==> src/sv/bcpe_pkg.sv <==
// Shared constants and types for the battery charge percent estimator.
package bcpe_pkg;

	localparam int unsigned MvWidth    = 13;
	localparam int unsigned PctWidth   = 7;
	localparam int unsigned VHystWidth = 10;
	localparam int unsigned CfgIdxWidth  = 2;
	localparam int unsigned CfgDataWidth = 10;

	// Curve limits and break points in mV.
	localparam logic [MvWidth-1:0] MvEmpty = 13'd3000;
	localparam logic [MvWidth-1:0] MvBrk0  = 13'd3500;
	localparam logic [MvWidth-1:0] MvBrk1  = 13'd3700;
	localparam logic [MvWidth-1:0] MvBrk2  = 13'd3900;
	localparam logic [MvWidth-1:0] MvBrk3  = 13'd4000;
	localparam logic [MvWidth-1:0] MvBrk4  = 13'd4100;
	localparam logic [MvWidth-1:0] MvFull  = 13'd4200;

	localparam logic [PctWidth-1:0] PctFull = 7'd100;

	// Register indexes on the configuration port.
	localparam logic [CfgIdxWidth-1:0] CfgPercentHyst = 2'd0;
	localparam logic [CfgIdxWidth-1:0] CfgVoltageHyst = 2'd1;

	localparam logic [PctWidth-1:0]   PctHystReset = 7'd3;
	localparam logic [VHystWidth-1:0] VHystReset   = 10'd20;

	typedef struct packed {
		logic                in_band; // strictly between empty and full limits
		logic [PctWidth-1:0] pct;
	} curve_t;

endpackage

==> src/sv/bcpe_curve.sv <==
// Piecewise linear voltage to percentage map.
module bcpe_curve (
	input  logic [bcpe_pkg::MvWidth-1:0] mv,
	output bcpe_pkg::curve_t             curve
);

	logic [bcpe_pkg::MvWidth-1:0]  d;
	logic [9:0]                    num;
	logic [7:0]                    recip;
	logic [3:0]                    shift;
	logic [16:0]                   prod;
	logic [bcpe_pkg::PctWidth-1:0] base;
	logic [bcpe_pkg::PctWidth-1:0] quot;

	// Divisions by 50, 20, 10 and 5 as reciprocal multiplies; each is exact
	// over the range that its segment can reach.
	always_comb begin
		d     = '0;
		num   = '0;
		recip = 8'd205;
		shift = 4'd11;
		base  = '0;
		if (mv < bcpe_pkg::MvBrk0) begin
			d     = mv - bcpe_pkg::MvEmpty;
			num   = d[9:0];            // d/50
			recip = 8'd41;
			shift = 4'd11;
			base  = 7'd0;
		end else if (mv < bcpe_pkg::MvBrk1) begin
			d     = mv - bcpe_pkg::MvBrk0;
			num   = 10'(d[7:0] * 10'd3); // 3d/20
			recip = 8'd205;
			shift = 4'd12;
			base  = 7'd10;
		end else if (mv < bcpe_pkg::MvBrk2) begin
			d     = mv - bcpe_pkg::MvBrk1;
			num   = d[9:0];            // d/10
			shift = 4'd11;
			base  = 7'd40;
		end else if (mv < bcpe_pkg::MvBrk3) begin
			d     = mv - bcpe_pkg::MvBrk2;
			num   = d[9:0];            // d/5
			shift = 4'd10;
			base  = 7'd60;
		end else if (mv < bcpe_pkg::MvBrk4) begin
			d     = mv - bcpe_pkg::MvBrk3;
			num   = d[9:0];
			shift = 4'd11;
			base  = 7'd80;
		end else begin
			d     = mv - bcpe_pkg::MvBrk4;
			num   = d[9:0];
			shift = 4'd11;
			base  = 7'd90;
		end
		prod = 17'(num) * 17'(recip);
		quot = 7'(prod >> shift);

		if (mv <= bcpe_pkg::MvEmpty) begin
			curve.in_band = 1'b0;
			curve.pct     = '0;
		end else if (mv >= bcpe_pkg::MvFull) begin
			curve.in_band = 1'b0;
			curve.pct     = bcpe_pkg::PctFull;
		end else begin
			curve.in_band = 1'b1;
			curve.pct     = base + quot;
		end
	end

endmodule

==> src/sv/battery_charge_percent_estimator.sv <==
// Top level: sample register, curve and hysteresis, result register.
// Throughput: one item per cycle unless out_ready stalls the output; the held
// state is updated at the same edge that loads the result register, so the next
// item sees it without a bubble.
// Reset: arst_n clears valids, held state and sample flag, and loads the
// hysteresis registers with 3 percent and 20 mV.
module battery_charge_percent_estimator (
	input  logic                                 clk,
	input  logic                                 arst_n,
	input  logic                                 in_valid,
	output logic                                 in_ready,
	input  logic [bcpe_pkg::MvWidth-1:0]         millivolts,
	output logic                                 out_valid,
	input  logic                                 out_ready,
	output logic [bcpe_pkg::PctWidth-1:0]        charge_percent,
	input  logic                                 cfg_valid,
	output logic                                 cfg_ready,
	input  logic [bcpe_pkg::CfgIdxWidth-1:0]     cfg_index,
	input  logic [bcpe_pkg::CfgDataWidth-1:0]    cfg_data
);

	logic                              valid_s1;
	logic [bcpe_pkg::MvWidth-1:0]      mv_s1;
	logic                              out_valid_q;
	logic [bcpe_pkg::PctWidth-1:0]     out_q;
	logic [bcpe_pkg::PctWidth-1:0]     pct_hyst_q;
	logic [bcpe_pkg::VHystWidth-1:0]   v_hyst_q;
	logic [bcpe_pkg::PctWidth-1:0]     held_pct_q;
	logic [bcpe_pkg::MvWidth-1:0]      held_mv_q;
	logic                              have_q;

	bcpe_pkg::curve_t                  curve;
	logic                              adv;
	logic                              update;
	logic [bcpe_pkg::MvWidth-1:0]      mv_diff;
	logic [bcpe_pkg::PctWidth-1:0]     pct_diff;
	logic [bcpe_pkg::PctWidth-1:0]     result;

	bcpe_curve u_curve (
		.mv    (mv_s1),
		.curve (curve)
	);

	assign adv       = valid_s1 && (!out_valid_q || out_ready);
	assign in_ready  = !valid_s1 || adv;
	assign out_valid = out_valid_q;
	assign charge_percent = out_q;
	assign cfg_ready = 1'b1;

	always_comb begin
		mv_diff  = (mv_s1 > held_mv_q) ? mv_s1 - held_mv_q : held_mv_q - mv_s1;
		pct_diff = (curve.pct > held_pct_q) ? curve.pct - held_pct_q
		                                    : held_pct_q - curve.pct;
		update = curve.in_band && (!have_q
			|| mv_diff > {3'b000, v_hyst_q}
			|| pct_diff > pct_hyst_q);
		if (!curve.in_band) begin
			result = curve.pct;
		end else if (update) begin
			result = curve.pct;
		end else begin
			result = held_pct_q;
		end
	end

	always_ff @(posedge clk or negedge arst_n) begin
		if (!arst_n) begin
			valid_s1    <= 1'b0;
			out_valid_q <= 1'b0;
			have_q      <= 1'b0;
			held_pct_q  <= '0;
			held_mv_q   <= '0;
			pct_hyst_q  <= bcpe_pkg::PctHystReset;
			v_hyst_q    <= bcpe_pkg::VHystReset;
		end else begin
			if (in_valid && in_ready) begin
				valid_s1 <= 1'b1;
			end else if (adv) begin
				valid_s1 <= 1'b0;
			end
			if (adv) begin
				out_valid_q <= 1'b1;
			end else if (out_ready) begin
				out_valid_q <= 1'b0;
			end
			if (adv && update) begin
				have_q     <= 1'b1;
				held_pct_q <= curve.pct;
				held_mv_q  <= mv_s1;
			end
			if (cfg_valid && cfg_ready) begin
				case (cfg_index)
					bcpe_pkg::CfgPercentHyst: pct_hyst_q <= cfg_data[bcpe_pkg::PctWidth-1:0];
					bcpe_pkg::CfgVoltageHyst: v_hyst_q   <= cfg_data;
					default: ;
				endcase
			end
		end
	end

	// Payload registers.
	always_ff @(posedge clk) begin
		if (in_valid && in_ready) begin
			mv_s1 <= millivolts;
		end
		if (adv) begin
			out_q <= result;
		end
	end

	a_pct_range: assert property (@(posedge clk) disable iff (!arst_n)
		out_valid |-> charge_percent <= bcpe_pkg::PctFull)
		else $error("charge_percent above full scale");

	a_have_sticky: assert property (@(posedge clk) disable iff (!arst_n)
		have_q |=> have_q)
		else $error("sample flag cleared");

	a_held_quiet: assert property (@(posedge clk) disable iff (!arst_n)
		!adv |=> $stable(held_pct_q) && $stable(held_mv_q))
		else $error("held state changed without an item");

	a_held_band: assert property (@(posedge clk) disable iff (!arst_n)
		have_q |-> held_mv_q > bcpe_pkg::MvEmpty && held_mv_q < bcpe_pkg::MvFull)
		else $error("held voltage outside curve band");

endmodule
==> config.mk <==
export PLATFORM = sky130hd
export DESIGN_NAME = battery_charge_percent_estimator
export DESIGN_NICKNAME = d
export VERILOG_FILES = /design/src/sv/bcpe_pkg.sv /design/src/sv/bcpe_curve.sv /design/src/sv/battery_charge_percent_estimator.sv
export SDC_FILE = /design/constraint.sdc
export NUM_CORES = 1
export LEC_CHECK = 0
export ABC_AREA = 1
export BUFFER_PORTS_ARGS = -buffer_cell sky130_fd_sc_hd__buf_2
export CORE_MARGIN = 5
export CORE_UTILIZATION = 23
export CTS_CLUSTER_SIZE = 20
export DETAILED_ROUTE_END_ITERATION = 10
export PLACE_DENSITY_LB_ADDON = 0.12
export SLEW_MARGIN = 40
export SYNTH_ARGS = -nofsm -noshare
export SYNTH_HDL_FRONTEND = slang
export SYNTH_SLANG_ARGS = --single-unit
export TNS_END_PERCENT = 10
==> constraint.sdc <==
create_clock -name clk -period 11.5 [get_ports clk]
set_input_delay 2.3 -clock clk [delete_from_list [all_inputs] [get_ports clk]]
set_output_delay 2.3 -clock clk [all_outputs]
set_load 0.03 [all_outputs]
==> flow_summary.html <==
<table>
<tr><th>Metric</th><th>Value</th></tr>
<tr><th colspan="2">Hold path</th></tr>
<tr><td>Worst hold path type</td><td>flop to flop</td></tr>
<tr><th colspan="2">Layout</th></tr>
<tr><td>Fill cell total of the finished layout</td><td>~3800</td></tr>
<tr><td>FF+latch area</td><td>roughly 1600 um^2</td></tr>
<tr><td>Area delta synth-&gt;final</td><td>19.7%</td></tr>
<tr><td>Ratio of cells with drive above 1 in the final layout</td><td>between 10% and 20%</td></tr>
<tr><td>Combined area of the multi-input logic cells</td><td>roughly 5500 um^2</td></tr>
<tr><td>Diodes inserted</td><td>0</td></tr>
<tr><td>Number of nets in the finished design</td><td>between 1000 and 1500</td></tr>
<tr><th colspan="2">Die</th></tr>
<tr><td>Initial core utilization</td><td>around a quarter</td></tr>
<tr><td>Standard-cell rows</td><td>67</td></tr>
<tr><td>Area of the core</td><td>33700 um^2</td></tr>
<tr><td>Vertical die dimension</td><td>roughly 200 um</td></tr>
<tr><td>DIE AREA</td><td>38000 um^2</td></tr>
<tr><td>Die boundary width</td><td>approximately 200 um</td></tr>
<tr><td>IO Count</td><td>40</td></tr>
<tr><th colspan="2">Worst setup path</th></tr>
<tr><td>Most common cell on crit path</td><td>sky130_fd_sc_hd__nand2_1</td></tr>
<tr><td>Worst path bufs/invs</td><td>12</td></tr>
<tr><td>Master of the slowest instance on the critical path</td><td>sky130_fd_sc_hd__fa_1</td></tr>
<tr><td>Cell family contributing the most delay on the critical path</td><td>adder cells</td></tr>
<tr><td>Arrival time of data at the critical path endpoint</td><td>about 11000 ps</td></tr>
<tr><td>Type of element capturing the critical path</td><td>flop</td></tr>
<tr><td>Critical path peak fanout</td><td>19</td></tr>
<tr><td>Worst stage delay on the critical path</td><td>about 600 ps</td></tr>
<tr><td>Worst Setup Path Type</td><td>flop to flop</td></tr>
<tr><td>Worst setup SP type</td><td>flop</td></tr>
<tr><td>Endpoint required time on the critical path</td><td>roughly 12000 ps</td></tr>
<tr><th colspan="2">Place</th></tr>
<tr><td>Weighted congestion reported at the end of routability-driven placement</td><td>0.871</td></tr>
<tr><td>Port Buffer Count</td><td>38</td></tr>
<tr><td>Hpwl dp</td><td>roughly 21000 um</td></tr>
<tr><th colspan="2">Drt</th></tr>
<tr><td>First DRT Iteration DRCs</td><td>around 300</td></tr>
<tr><td>Antenna-violating nets left</td><td>0</td></tr>
<tr><td>Number of detailed-routing iterations run before antenna repair</td><td>4</td></tr>
<tr><td>Detail-routed net length per standard cell</td><td>around 15 um</td></tr>
<tr><td>Detailed-route vias per instance</td><td>4.29</td></tr>
<tr><td>Count of unresolved DRC violations after routing</td><td>0</td></tr>
<tr><td>Total vias in the final route</td><td>6945</td></tr>
<tr><td>Total detailed-routing wirelength</td><td>24300 um</td></tr>
<tr><th colspan="2">Clocking</th></tr>
<tr><td>Hold-fix buffer count after cts</td><td>0</td></tr>
<tr><td>Clock net sink count</td><td>60</td></tr>
<tr><td>CTS Root Cell</td><td>sky130_fd_sc_hd__clkbuf_16</td></tr>
<tr><td>Number of buffers created by CTS</td><td>9</td></tr>
<tr><td>Clock tree from TritonCTS</td><td>yes</td></tr>
<tr><td>H-tree level count</td><td>3</td></tr>
<tr><td>Later-pin clock latency in the skew report</td><td>between 300 and 400 ps</td></tr>
<tr><td>Clock buffer depth</td><td>2</td></tr>
<tr><td>Clock transition at the registers of the reported paths</td><td>approximately 60 ps</td></tr>
<tr><th colspan="2">GRT</th></tr>
<tr><td>Maximum number of pins on one net before global-route repair</td><td>41</td></tr>
<tr><td>Global-route wire length before repair</td><td>between 30000 and 40000 um</td></tr>
<tr><td>Number of antenna violations at the first check in global routing</td><td>0</td></tr>
<tr><td>Overall overflow remaining after global route</td><td>0</td></tr>
<tr><td>Via count of the first global-routing pass</td><td>7185</td></tr>
<tr><td>Overall routing resource usage</td><td>about an eighth</td></tr>
<tr><th colspan="2">Logic synthesis</th></tr>
<tr><td>Primary FF master, synth</td><td>sky130_fd_sc_hd__dfrtp_1</td></tr>
<tr><td>Number of synthesized flops with an enable pin</td><td>20</td></tr>
<tr><td>Sequential cell area fraction in the yosys report</td><td>roughly a fifth</td></tr>
<tr><td>Synth warnings</td><td>0</td></tr>
<tr><td>Share of flip-flops with an asynchronous set or reset</td><td>between 60% and 70%</td></tr>
<tr><td>Synth Register Bits</td><td>60</td></tr>
<tr><td>Post-Syn Area</td><td>between 7000 and 8000 um^2</td></tr>
<tr><td>Cells after Synth</td><td>between 1000 and 1500</td></tr>
<tr><td>Post-synthesis area per instance</td><td>~7.4 um^2</td></tr>
<tr><td>Number of distinct library cells after synthesis</td><td>between 60 and 70</td></tr>
<tr><th colspan="2">Timing</th></tr>
<tr><td>Final hold violation count</td><td>0</td></tr>
<tr><td>Slew at the pin closest to its max-slew limit</td><td>~650 ps</td></tr>
<tr><td>Post-Route Setup TNS</td><td>0 ps</td></tr>
<tr><td>Minimum clock period</td><td>~11000 ps</td></tr>
<tr><td>Final-report setup violation count</td><td>0</td></tr>
<tr><td>Max-slew violation total from the final report</td><td>0</td></tr>
<tr><td>Period Utilization, post-route</td><td>between 90% and 100%</td></tr>
<tr><td>Worst max-slew margin expressed relative to the limit</td><td>56.3%</td></tr>
<tr><td>Clock skew</td><td>approximately 6.6 ps</td></tr>
<tr><td>Peak clock frequency supported by timing</td><td>about 95 MHz</td></tr>
<tr><th colspan="2">Outcome</th></tr>
<tr><td>Result of the run</td><td>finished, final reports clean</td></tr>
<tr><th colspan="2">Flow run</th></tr>
<tr><td>Number of maximum-capacitance violations</td><td>0</td></tr>
</table>
[layout make-up]
cell class	count	share of cell area (%)
Multi-Input combinational cell	774	58.2
Sequential cell	60	17.0
Inverter	219	8.91
Timing Repair Buffer	100	7.16
Tap cell	448	5.95
Clock buffer	11	2.47
Clock inverter	5	0.319
[worst register-to-register path, delay by kind of cell, from the launching register on]
family / cells / cell delay, ps
buf+inv: 12 / 1200
mux: 1 / 370
fa+ha+maj: 9 / 3530
xor+xnor: 2 / 330
simple gates: 22 / 2090
compound gates: 17 / 2580
flops: 1 / 410
[placed cells by master, fill, tap and decap left out, types with 3 or more instances in the layout]
cell type | synthesis | final
sky130_fd_sc_hd__buf_2 | 5 | 37
sky130_fd_sc_hd__o21ai_0 | 59 | 52
sky130_fd_sc_hd__xnor2_1 | 8 | 7
sky130_fd_sc_hd__ha_1 | 123 | 119
sky130_fd_sc_hd__clkbuf_16 | 0 | 9
sky130_fd_sc_hd__a211oi_1 | 6 | 3
sky130_fd_sc_hd__o21ai_2 | 4 | 5
sky130_fd_sc_hd__clkinv_2 | 1 | 4
sky130_fd_sc_hd__nor3_1 | 5 | 4
sky130_fd_sc_hd__nand2_2 | 5 | 9
sky130_fd_sc_hd__xor2_1 | 31 | 29
sky130_fd_sc_hd__dfstp_2 | 4 | 4
sky130_fd_sc_hd__o21bai_1 | 6 | 6
sky130_fd_sc_hd__nand4_1 | 7 | 7
sky130_fd_sc_hd__dfrtp_1 | 36 | 36
sky130_fd_sc_hd__nor2_1 | 64 | 61
sky130_fd_sc_hd__a221oi_1 | 3 | 3
sky130_fd_sc_hd__a21oi_2 | 1 | 7
sky130_fd_sc_hd__mux2i_1 | 4 | 4
sky130_fd_sc_hd__nor2_2 | 3 | 5
sky130_fd_sc_hd__buf_4 | 1 | 61
sky130_fd_sc_hd__a31oi_1 | 4 | 4
sky130_fd_sc_hd__fa_1 | 33 | 33
sky130_fd_sc_hd__nand3_2 | 3 | 3
sky130_fd_sc_hd__a21oi_1 | 59 | 53
sky130_fd_sc_hd__o22ai_1 | 6 | 6
sky130_fd_sc_hd__a21boi_0 | 3 | 3
sky130_fd_sc_hd__o211ai_1 | 6 | 6
sky130_fd_sc_hd__nor3_2 | 2 | 3
sky130_fd_sc_hd__inv_1 | 208 | 202
sky130_fd_sc_hd__edfxtp_1 | 20 | 20
sky130_fd_sc_hd__clkinvlp_4 | 0 | 5
sky130_fd_sc_hd__a21o_1 | 5 | 5
sky130_fd_sc_hd__nand2_1 | 231 | 225
sky130_fd_sc_hd__nand3_1 | 50 | 50
sky130_fd_sc_hd__inv_2 | 9 | 12
sky130_fd_sc_hd__o21ai_1 | 16 | 22
[repair_timing]
action                                  4_1_cts  5_1_grt
gates resized for setup                       0       49
setup buffers                                 0       20
endpoints found under the setup margin        0       28
[logic make-up after synthesis]
| group | share of synthesized area [%] |
|---|---|
| flip-flops | 20.4 |
| AO/OA/AOI/OAI | 14.2 |
| XOR/XNOR | 4.34 |
| buffers and inverters | 11.9 |
| AND/OR/NAND/NOR | 20.4 |
| adder cells (fa/ha/maj) | 27.9 |
| other | 0.0476 |
| multiplexers | 0.794 |
[Yosys cell counts, drive strengths merged (8+ instances only)]
cell | instances | area, um^2
xor2 | 31 | 272
dfrtp | 36 | 901
nand4 | 8 | 56.3
nor2 | 68 | 270
o21ai | 80 | 427
nand2 | 236 | 898
fa | 33 | 661
ha | 123 | 1540
inv | 217 | 815
edfxtp | 20 | 601
xnor2 | 8 | 70.1
nand3 | 53 | 280
a21oi | 60 | 304
buf | 11 | 85.1
[stage by stage]
step                std cells  cell area [um^2]  setup slack [ps]  hold slack [ps]  util [%]
floorplan                1071              7880              1390              434         -
global placement         1581              8850               306              471      26.2
detailed placement       1581              8850               254              478      26.3
CTS                      1597              9110               207              493      27.0
global route             1617              9430             -43.9              499      28.0
finish                   1617              9430               919              486      28.0
[layer usage]
metal	wire (um)	GRT usage [%]	part of all wire, %
met2	11900	22.4	49
met5	0	0	0
met1	11300	16.6	47
met4	551	4.63	2.3
met3	505	1.45	2.1
[state kept, by name, indices dropped and copies added (netlist names)]
name,flops
mv_s1,13
out_valid,1
valid_s1,1
v_hyst_q,10
held_pct_q,7
pct_hyst_q,7
charge_percent,7
have_q,1
held_mv_q,13
[path summary, 6_finish.rpt]
| path | from | endpoint | slack, ps | cells after the start |
|---|---|---|---|---|
| max | mv_s1[3] | held_mv_q[7] | 920 | 63 |
| min | v_hyst_q[5] | v_hyst_q[5] | 490 | 2 |
| max reg2reg | mv_s1[3] | held_mv_q[7] | 920 | 63 |
| min reg2reg | v_hyst_q[5] | v_hyst_q[5] | 490 | 2 |
| max in group asynchronous | arst_n | out_valid | 9140 | 1 |
| min in group asynchronous | arst_n | held_mv_q[10] | 1960 | 1 |
Power is left out: the tool's default activity adds up to more than one toggle a clock period on the data nets, which glitch-free logic cannot reach.
